`src/sv/lfu_pkg.sv`:
```
// Package for the LFU cache table: entry layout, action codes and fixed widths.
// No dependencies; imported by lfu_cache_table_top.
package lfu_pkg;

  localparam int DATA_W   = 32;
  localparam int CFG_W    = 5;
  localparam int PADDR_W  = 3;
  localparam int PDATA_W  = 32;

  localparam logic ACT_GET = 1'b0;
  localparam logic ACT_PUT = 1'b1;

  localparam logic [DATA_W-1:0] NO_VALUE  = '1;
  localparam logic [DATA_W-1:0] CNT_MAX   = '1;
  localparam logic              REG_LIMIT = 1'b0;

  typedef struct packed {
    logic [DATA_W-1:0] key;
    logic [DATA_W-1:0] data;
    logic [DATA_W-1:0] cnt;
    logic [DATA_W-1:0] last;
  } entry_t;

endpackage

```
`src/sv/lfu_cache_table_top.sv`:
```
// LFU cache table: CAPACITY-entry key/value store, least-frequently-used eviction.
// A start is taken only while idle; the block then steps through SCAN, DRAIN and UPDATE
// with busy high and registers the result strobe from UPDATE. The one-entry-per-cycle
// scan of the entry memory goes through a single read port and one compare unit.
// Reset (rst_n, synchronous): all entries invalid, stamp clock and held count zero,
// limit register = CAPACITY. Results cannot be stalled by the receiver.
module lfu_cache_table_top #(
  parameter int CAPACITY = 16
) (
  input  logic                          clk,
  input  logic                          rst_n,
  input  logic                          start,
  output logic                          busy,
  input  logic                          in_action,
  input  logic signed [lfu_pkg::DATA_W-1:0] in_key,
  input  logic signed [lfu_pkg::DATA_W-1:0] in_write_value,
  output logic                          out_valid,
  output logic                          out_hit,
  output logic signed [lfu_pkg::DATA_W-1:0] out_read_value,
  input  logic                          psel,
  input  logic                          penable,
  input  logic                          pwrite,
  input  logic [lfu_pkg::PADDR_W-1:0]   paddr,
  input  logic [lfu_pkg::PDATA_W-1:0]   pwdata,
  output logic [lfu_pkg::PDATA_W-1:0]   prdata,
  output logic                          pready
);
  import lfu_pkg::*;

  localparam int IW = (CAPACITY > 1) ? $clog2(CAPACITY) : 1;
  localparam int HW = $clog2(CAPACITY + 1);
  localparam int LW = (HW > CFG_W) ? HW : CFG_W;
  localparam logic [IW-1:0] LAST_IDX = IW'(CAPACITY - 1);
  localparam logic [CFG_W-1:0] CAP_RST = CFG_W'(CAPACITY);

  localparam logic [1:0] ST_IDLE   = 2'd0;
  localparam logic [1:0] ST_SCAN   = 2'd1;
  localparam logic [1:0] ST_DRAIN  = 2'd2;
  localparam logic [1:0] ST_UPDATE = 2'd3;

  logic [1:0]          state_r, state_nxt;
  logic [CFG_W-1:0]    cap_r;
  logic                act_r;
  logic [DATA_W-1:0]   key_r, val_r;
  logic [IW-1:0]       scan_idx_r, scan_idx_nxt;
  logic [IW-1:0]       cmp_idx_r, cmp_idx_nxt;
  logic                cmp_vld_r, cmp_vld_nxt;
  entry_t              rd_q_r;
  entry_t              mem_r [CAPACITY];

  logic                hit_vld_r, hit_vld_nxt;
  logic [IW-1:0]       hit_idx_r, hit_idx_nxt;
  entry_t              hit_ent_r, hit_ent_nxt;
  logic                best_vld_r, best_vld_nxt;
  logic [IW-1:0]       best_idx_r, best_idx_nxt;
  logic [DATA_W-1:0]   best_cnt_r, best_cnt_nxt;
  logic [DATA_W-1:0]   best_last_r, best_last_nxt;
  logic                free_vld_r, free_vld_nxt;
  logic [IW-1:0]       free_idx_r, free_idx_nxt;

  logic [CAPACITY-1:0] valid_r, valid_clr, valid_set;
  logic [DATA_W-1:0]   clock_r, clock_nxt;
  logic [HW-1:0]       held_r, held_nxt;

  logic                out_valid_r, out_valid_nxt;
  logic                out_hit_r, out_hit_nxt;
  logic [DATA_W-1:0]   out_rv_r, out_rv_nxt;

  logic                wr_en;
  logic [IW-1:0]       wr_addr;
  entry_t              wr_data;

  logic [LW-1:0]       limit;
  logic                accept, cur_v, evict;
  logic [IW-1:0]       dest;
  logic [DATA_W-1:0]   cnt_inc;

  assign accept = start && (state_r == ST_IDLE);
  assign busy   = (state_r != ST_IDLE);
  assign limit  = (LW'(cap_r) > LW'(CAPACITY)) ? LW'(CAPACITY) : LW'(cap_r);
  assign cur_v  = valid_r[cmp_idx_r];
  assign cnt_inc = (hit_ent_r.cnt == CNT_MAX) ? hit_ent_r.cnt : hit_ent_r.cnt + 1'b1;

  assign pready = 1'b1;
  assign prdata = (paddr[PADDR_W-1] == REG_LIMIT) ? PDATA_W'(cap_r) : '0;

  always_comb begin
    state_nxt     = state_r;
    scan_idx_nxt  = scan_idx_r;
    cmp_idx_nxt   = scan_idx_r;
    cmp_vld_nxt   = 1'b0;
    hit_vld_nxt   = hit_vld_r;
    hit_idx_nxt   = hit_idx_r;
    hit_ent_nxt   = hit_ent_r;
    best_vld_nxt  = best_vld_r;
    best_idx_nxt  = best_idx_r;
    best_cnt_nxt  = best_cnt_r;
    best_last_nxt = best_last_r;
    free_vld_nxt  = free_vld_r;
    free_idx_nxt  = free_idx_r;
    clock_nxt     = clock_r;
    held_nxt      = held_r;
    valid_clr     = '0;
    valid_set     = '0;
    wr_en         = 1'b0;
    wr_addr       = hit_idx_r;
    wr_data       = hit_ent_r;
    out_valid_nxt = 1'b0;
    out_hit_nxt   = out_hit_r;
    out_rv_nxt    = out_rv_r;
    evict         = 1'b0;
    dest          = free_idx_r;

    // compare stage on the entry read in the previous cycle
    if (cmp_vld_r) begin
      if (cur_v && (rd_q_r.key == key_r)) begin
        hit_vld_nxt = 1'b1;
        hit_idx_nxt = cmp_idx_r;
        hit_ent_nxt = rd_q_r;
      end
      if (cur_v && (!best_vld_r || (rd_q_r.cnt < best_cnt_r) ||
          ((rd_q_r.cnt == best_cnt_r) && (rd_q_r.last < best_last_r)))) begin
        best_vld_nxt  = 1'b1;
        best_idx_nxt  = cmp_idx_r;
        best_cnt_nxt  = rd_q_r.cnt;
        best_last_nxt = rd_q_r.last;
      end
      if (!cur_v && !free_vld_r) begin
        free_vld_nxt = 1'b1;
        free_idx_nxt = cmp_idx_r;
      end
    end

    case (state_r)
      ST_IDLE: begin
        if (start) begin
          state_nxt    = ST_SCAN;
          scan_idx_nxt = '0;
          hit_vld_nxt  = 1'b0;
          best_vld_nxt = 1'b0;
          free_vld_nxt = 1'b0;
        end
      end
      ST_SCAN: begin
        cmp_vld_nxt = 1'b1;
        if (scan_idx_r == LAST_IDX) begin
          state_nxt = ST_DRAIN;
        end else begin
          scan_idx_nxt = scan_idx_r + 1'b1;
        end
      end
      ST_DRAIN: begin
        state_nxt = ST_UPDATE;
      end
      ST_UPDATE: begin
        state_nxt     = ST_IDLE;
        out_valid_nxt = 1'b1;
        out_hit_nxt   = hit_vld_r;
        out_rv_nxt    = NO_VALUE;
        if (act_r == ACT_GET) begin
          if (hit_vld_r) begin
            wr_en        = 1'b1;
            wr_data.cnt  = cnt_inc;
            wr_data.last = clock_r + 1'b1;
            clock_nxt    = clock_r + 1'b1;
            out_rv_nxt   = hit_ent_r.data;
          end
        end else if (limit != '0) begin
          if (hit_vld_r) begin
            wr_en        = 1'b1;
            wr_data.cnt  = cnt_inc;
            wr_data.last = clock_r + 1'b1;
            wr_data.data = val_r;
            clock_nxt    = clock_r + 1'b1;
          end else begin
            evict = (LW'(held_r) >= limit) && best_vld_r;
            if (evict) begin
              valid_clr = CAPACITY'(1) << best_idx_r;
              dest = (free_vld_r && (free_idx_r < best_idx_r)) ? free_idx_r : best_idx_r;
            end
            if (evict || free_vld_r) begin
              wr_en        = 1'b1;
              wr_addr      = dest;
              wr_data.key  = key_r;
              wr_data.data = val_r;
              wr_data.cnt  = DATA_W'(1);
              wr_data.last = clock_r + 1'b1;
              clock_nxt    = clock_r + 1'b1;
              valid_set    = CAPACITY'(1) << dest;
              if (!evict) begin
                held_nxt = held_r + 1'b1;
              end
            end
          end
        end
      end
      default: begin
        state_nxt = ST_IDLE;
      end
    endcase
  end

  always_ff @(posedge clk) begin
    if (!rst_n) begin
      state_r     <= ST_IDLE;
      cmp_vld_r   <= 1'b0;
      valid_r     <= '0;
      clock_r     <= '0;
      held_r      <= '0;
      out_valid_r <= 1'b0;
      cap_r       <= CAP_RST;
    end else begin
      state_r     <= state_nxt;
      cmp_vld_r   <= cmp_vld_nxt;
      valid_r     <= (valid_r & ~valid_clr) | valid_set;
      clock_r     <= clock_nxt;
      held_r      <= held_nxt;
      out_valid_r <= out_valid_nxt;
      if (psel && penable && pwrite && (paddr[PADDR_W-1] == REG_LIMIT)) begin
        cap_r <= pwdata[CFG_W-1:0];
      end
    end
  end

  always_ff @(posedge clk) begin
    if (accept) begin
      act_r <= in_action;
      key_r <= in_key;
      val_r <= in_write_value;
    end
    scan_idx_r  <= scan_idx_nxt;
    cmp_idx_r   <= cmp_idx_nxt;
    hit_vld_r   <= hit_vld_nxt;
    hit_idx_r   <= hit_idx_nxt;
    hit_ent_r   <= hit_ent_nxt;
    best_vld_r  <= best_vld_nxt;
    best_idx_r  <= best_idx_nxt;
    best_cnt_r  <= best_cnt_nxt;
    best_last_r <= best_last_nxt;
    free_vld_r  <= free_vld_nxt;
    free_idx_r  <= free_idx_nxt;
    out_hit_r   <= out_hit_nxt;
    out_rv_r    <= out_rv_nxt;
  end

  // entry memory: one write port, one registered read port
  always_ff @(posedge clk) begin
    if (wr_en) begin
      mem_r[wr_addr] <= wr_data;
    end
    rd_q_r <= mem_r[scan_idx_r];
  end

  assign out_valid      = out_valid_r;
  assign out_hit        = out_hit_r;
  assign out_read_value = out_rv_r;

endmodule

```
`config.mk`:
```
export PLATFORM = sky130hd
export DESIGN_NAME = lfu_cache_table_top
export DESIGN_NICKNAME = d
export VERILOG_FILES = /design/src/sv/lfu_pkg.sv /design/src/sv/lfu_cache_table_top.sv
export SDC_FILE = /design/constraint.sdc
export NUM_CORES = 2
export LEC_CHECK = 0
export ABC_AREA = 1
export BUFFER_PORTS_ARGS = -buffer_cell sky130_fd_sc_hd__buf_2
export CAP_MARGIN = 25
export CORE_UTILIZATION = 60
export CTS_CLUSTER_SIZE = 10
export DETAILED_ROUTE_END_ITERATION = 10
export PLACE_DENSITY = 0.77
export RECOVER_POWER = 50
export SYNTH_ARGS = -nofsm -noshare
export SYNTH_HDL_FRONTEND = slang
export SYNTH_SLANG_ARGS = --single-unit
export TNS_END_PERCENT = 1
```
`constraint.sdc`:
```
create_clock -name clk -period 12.6 [get_ports clk]
set_clock_uncertainty 0.2 [all_clocks]
set_input_delay 2.52 -clock clk [delete_from_list [all_inputs] [get_ports clk]]
set_output_delay 2.52 -clock clk [all_outputs]
set_load 0.03 [all_outputs]
```
==> qor.txt <==
Status = finished with violations
Failing checks = max-capacitance violations, max-slew violations
Worst-Margin Slew = 4.226 ns
Number of core rows = 150
CP endpoint = rd_q_r[24]
Tmin final = 9.002 ns
Initial antenna violation count = 5
RSZ-0062 raised after global routing = false
# port buffers = 116
Layout Nets = 8373
CP Max Fanout = 51
Iter 0 DRT Violations = 9432
Vias = 67530
Die ar. = 170700 um^2
Post-CTS sizing = 0
Detail Route Antenna Nets = 0
DRT Pass-1 Iters = 8
Most common cell after layout, fill and taps aside = edfxtp_1
Largest net degree at the start of global routing = 252
F_max = 111.1 MHz
Clock Latency Late Sink = 0.94 ns
First-pass GRT wire length = 384900 um
Overflow left after global routing = 0
Area grow syn2layout = 10.80%
Final-report setup violation count = 0
Die X = 413.2 um
Clk sinks = 2551
CP Class = flop to flop
Slew headroom = -181.7%
DP HPWL = 126200 um
Pwr dens = 214.5 nW/um^2
CP endpoint kind = flop
Residual DRC = 0
Count of flip-flops with a built-in enable after synthesis = 2354
Ys flop type = edfxtp_1
Leak = 37.77 nW
Hold Path Class = flop to flop
Initial core utilization = 60.53%
Final period util = 71.44%
Root Driver = clkbuf_16
Die Span Y = 413.2 um
Most frequent cells in the layout = edfxtp_1 (2354), nor2_1 (1437), o21ai_0 (1268)
Num CTS Buffers = 308
Mapped Avg Cell Area = 12.50 um^2
CORE AREA = 167600 um^2
Reg2reg setup slack = 3.60 ns
Synth cell types = 53
Routed wire length = 259600 um
Synth async-reset ratio = 0%
Yosys Warn Count = 0
Crit path launch type = flop
Reg2Reg Launch Point = cmp_idx_nxt[3]
Cell Area, Synth = 101500 um^2
Final hold slack = 0.1984 ns
Vias per inst = 6.372
Reg2reg end = rd_q_r[24]
Setup TNS = 0 ns
Reg clk slew, reported paths = 0.06 ns
Clock buffer depth = 4
# H-tree levels = 5
Worst Path Required = 13.12 ns
Max Cap Viol = 24
Syn Inst Count = 8113
Max rail drop VDD = 0.0002103 V
Top-Level Pins = 174
#FFs+latches synth = 2551
Number of hold buffers added after cts = 0
Placer Congestion = 0.9119
Register area share after synthesis = 73.56%
Hold Vio Cnt, Final = 0
Reg2reg path depth = 6
CP startpoint = cmp_idx_nxt[3]
Routed len/inst = 24.49 um
CTS tree = yes
Overall Global Routing Usage = 29.90%
Critical Path AT = 9.52 ns
Final Util = 67.07%
Share of layout cells above drive strength 1 = 7.686%
Fin. max-slew vios = 919
Total setup buffers inserted after CTS = 0
Vias in the first global route = 64850
==> per-layer routing <==
layer  GRT usage, %  vias to the layer above  share of wire [%]
li1               -                    29650                  -
met1          40.76                    32790                 37
met2          48.10                     4372                 48
met3          4.864                      727                 11
met4          12.62                        2                3.8
met5              0                        -             0.0050
==> cell usage after synthesis (all sizes together), types with 4 or more instances <==
master | count | area [um^2]
nand3 | 172 | 1003
a31oi | 9 | 56.30
clkinv | 7 | 31.28
nor2 | 1467 | 5590
dfxtp | 197 | 3944
o22ai | 606 | 3791
a21oi | 256 | 1338
a22oi | 37 | 277.8
o211ai | 8 | 60.06
nand4 | 30 | 187.7
nor4 | 4 | 25.02
nand3b | 8 | 60.06
edfxtp | 2354 | 70690
o21a | 4 | 30.03
xnor2 | 20 | 175.2
nand2 | 643 | 2555
or2 | 13 | 81.33
ha | 80 | 1001
xor2 | 26 | 227.7
buf | 172 | 1038
inv | 276 | 1041
o21ai | 1334 | 6680
nor3 | 27 | 156.4
clkbuf | 349 | 1310
==> registers in the layout, summed over array words and instances, names as in the netlist, 2 cells and up <==
register,flops
mem_r,2048
hit_ent_r,128
rd_q_r,128
best_cnt_r,32
best_last_r,32
clock_r,32
key_r,32
out_read_value,32
val_r,32
valid_r,16
cap_r,5
held_r,5
best_idx_r,4
cmp_idx_nxt,4
cmp_idx_r,4
free_idx_r,4
hit_idx_r,4
state_r,2
==> critical path, cell delays in order (launching register included) <==
cell        delay, ns
edfxtp_1         0.32
clkbuf_1         2.11
clkinvlp_2       3.86
buf_4            1.27
buf_4            0.47
a21oi_1          0.23
a22oi_1          0.19
==> worst min-delay path by stage <==
stage / from / to / slack (ns) / depth (start not counted)
after floorplan: cmp_idx_nxt[2] / cmp_idx_r[2] / 0.14 / 0
after global placement: rd_q_r[77] / hit_ent_r[77] / 0.19 / 0
after detailed placement: rd_q_r[72] / hit_ent_r[72] / 0.19 / 0
after CTS: rd_q_r[39] / best_cnt_r[7] / 0.20 / 0
after global routing: rd_q_r[65] / hit_ent_r[65] / 0.21 / 0
final: rd_q_r[39] / best_cnt_r[7] / 0.20 / 0
==> metrics by stage <==
step / power, W / std cells / worst slack [ns] / cell area [um^2]
after CTS: 0.02400 / 10570 / 6.375 / 112500
after global placement: 0.01591 / 10050 / 6.531 / 103700
final: 0.02412 / 10600 / 3.598 / 112400
after global routing: 0.02503 / 10600 / 3.210 / 112400
after detailed placement: 0.01614 / 10060 / 6.305 / 103800
after floorplan: 0.01437 / 8139 / 4.037 / 101600
==> kinds of logic after synthesis <==
kind of cell / Yosys count / share of synthesized area [%]
other cells: 2 / 0.007402
simple gates: 2368 / 9.553
xor+xnor: 46 / 0.3971
fa+ha+maj: 80 / 0.9866
flops: 2551 / 73.56
buf+inv: 804 / 3.372
compound gates: 2262 / 12.12
==> final cells by class <==
class	instances	area, um^2
multi-input cells	4784	23510
diodes	2	5.005
clock inverters	14	160.2
clock buffers	501	8601
repair buffers	259	1629
well taps	2204	2758
inverters	283	1110
fillers	11210	55190
flip-flops and latches	2551	74630
==> where the power goes <==
part	internal (W)	total, W	switching [W]
Clock	0.00466	0.00786	0.00320
Sequential	0.00977	0.0101	0.000311
Combinational	0.00177	0.00617	0.00440
Power figures use the tool's default switching activity.
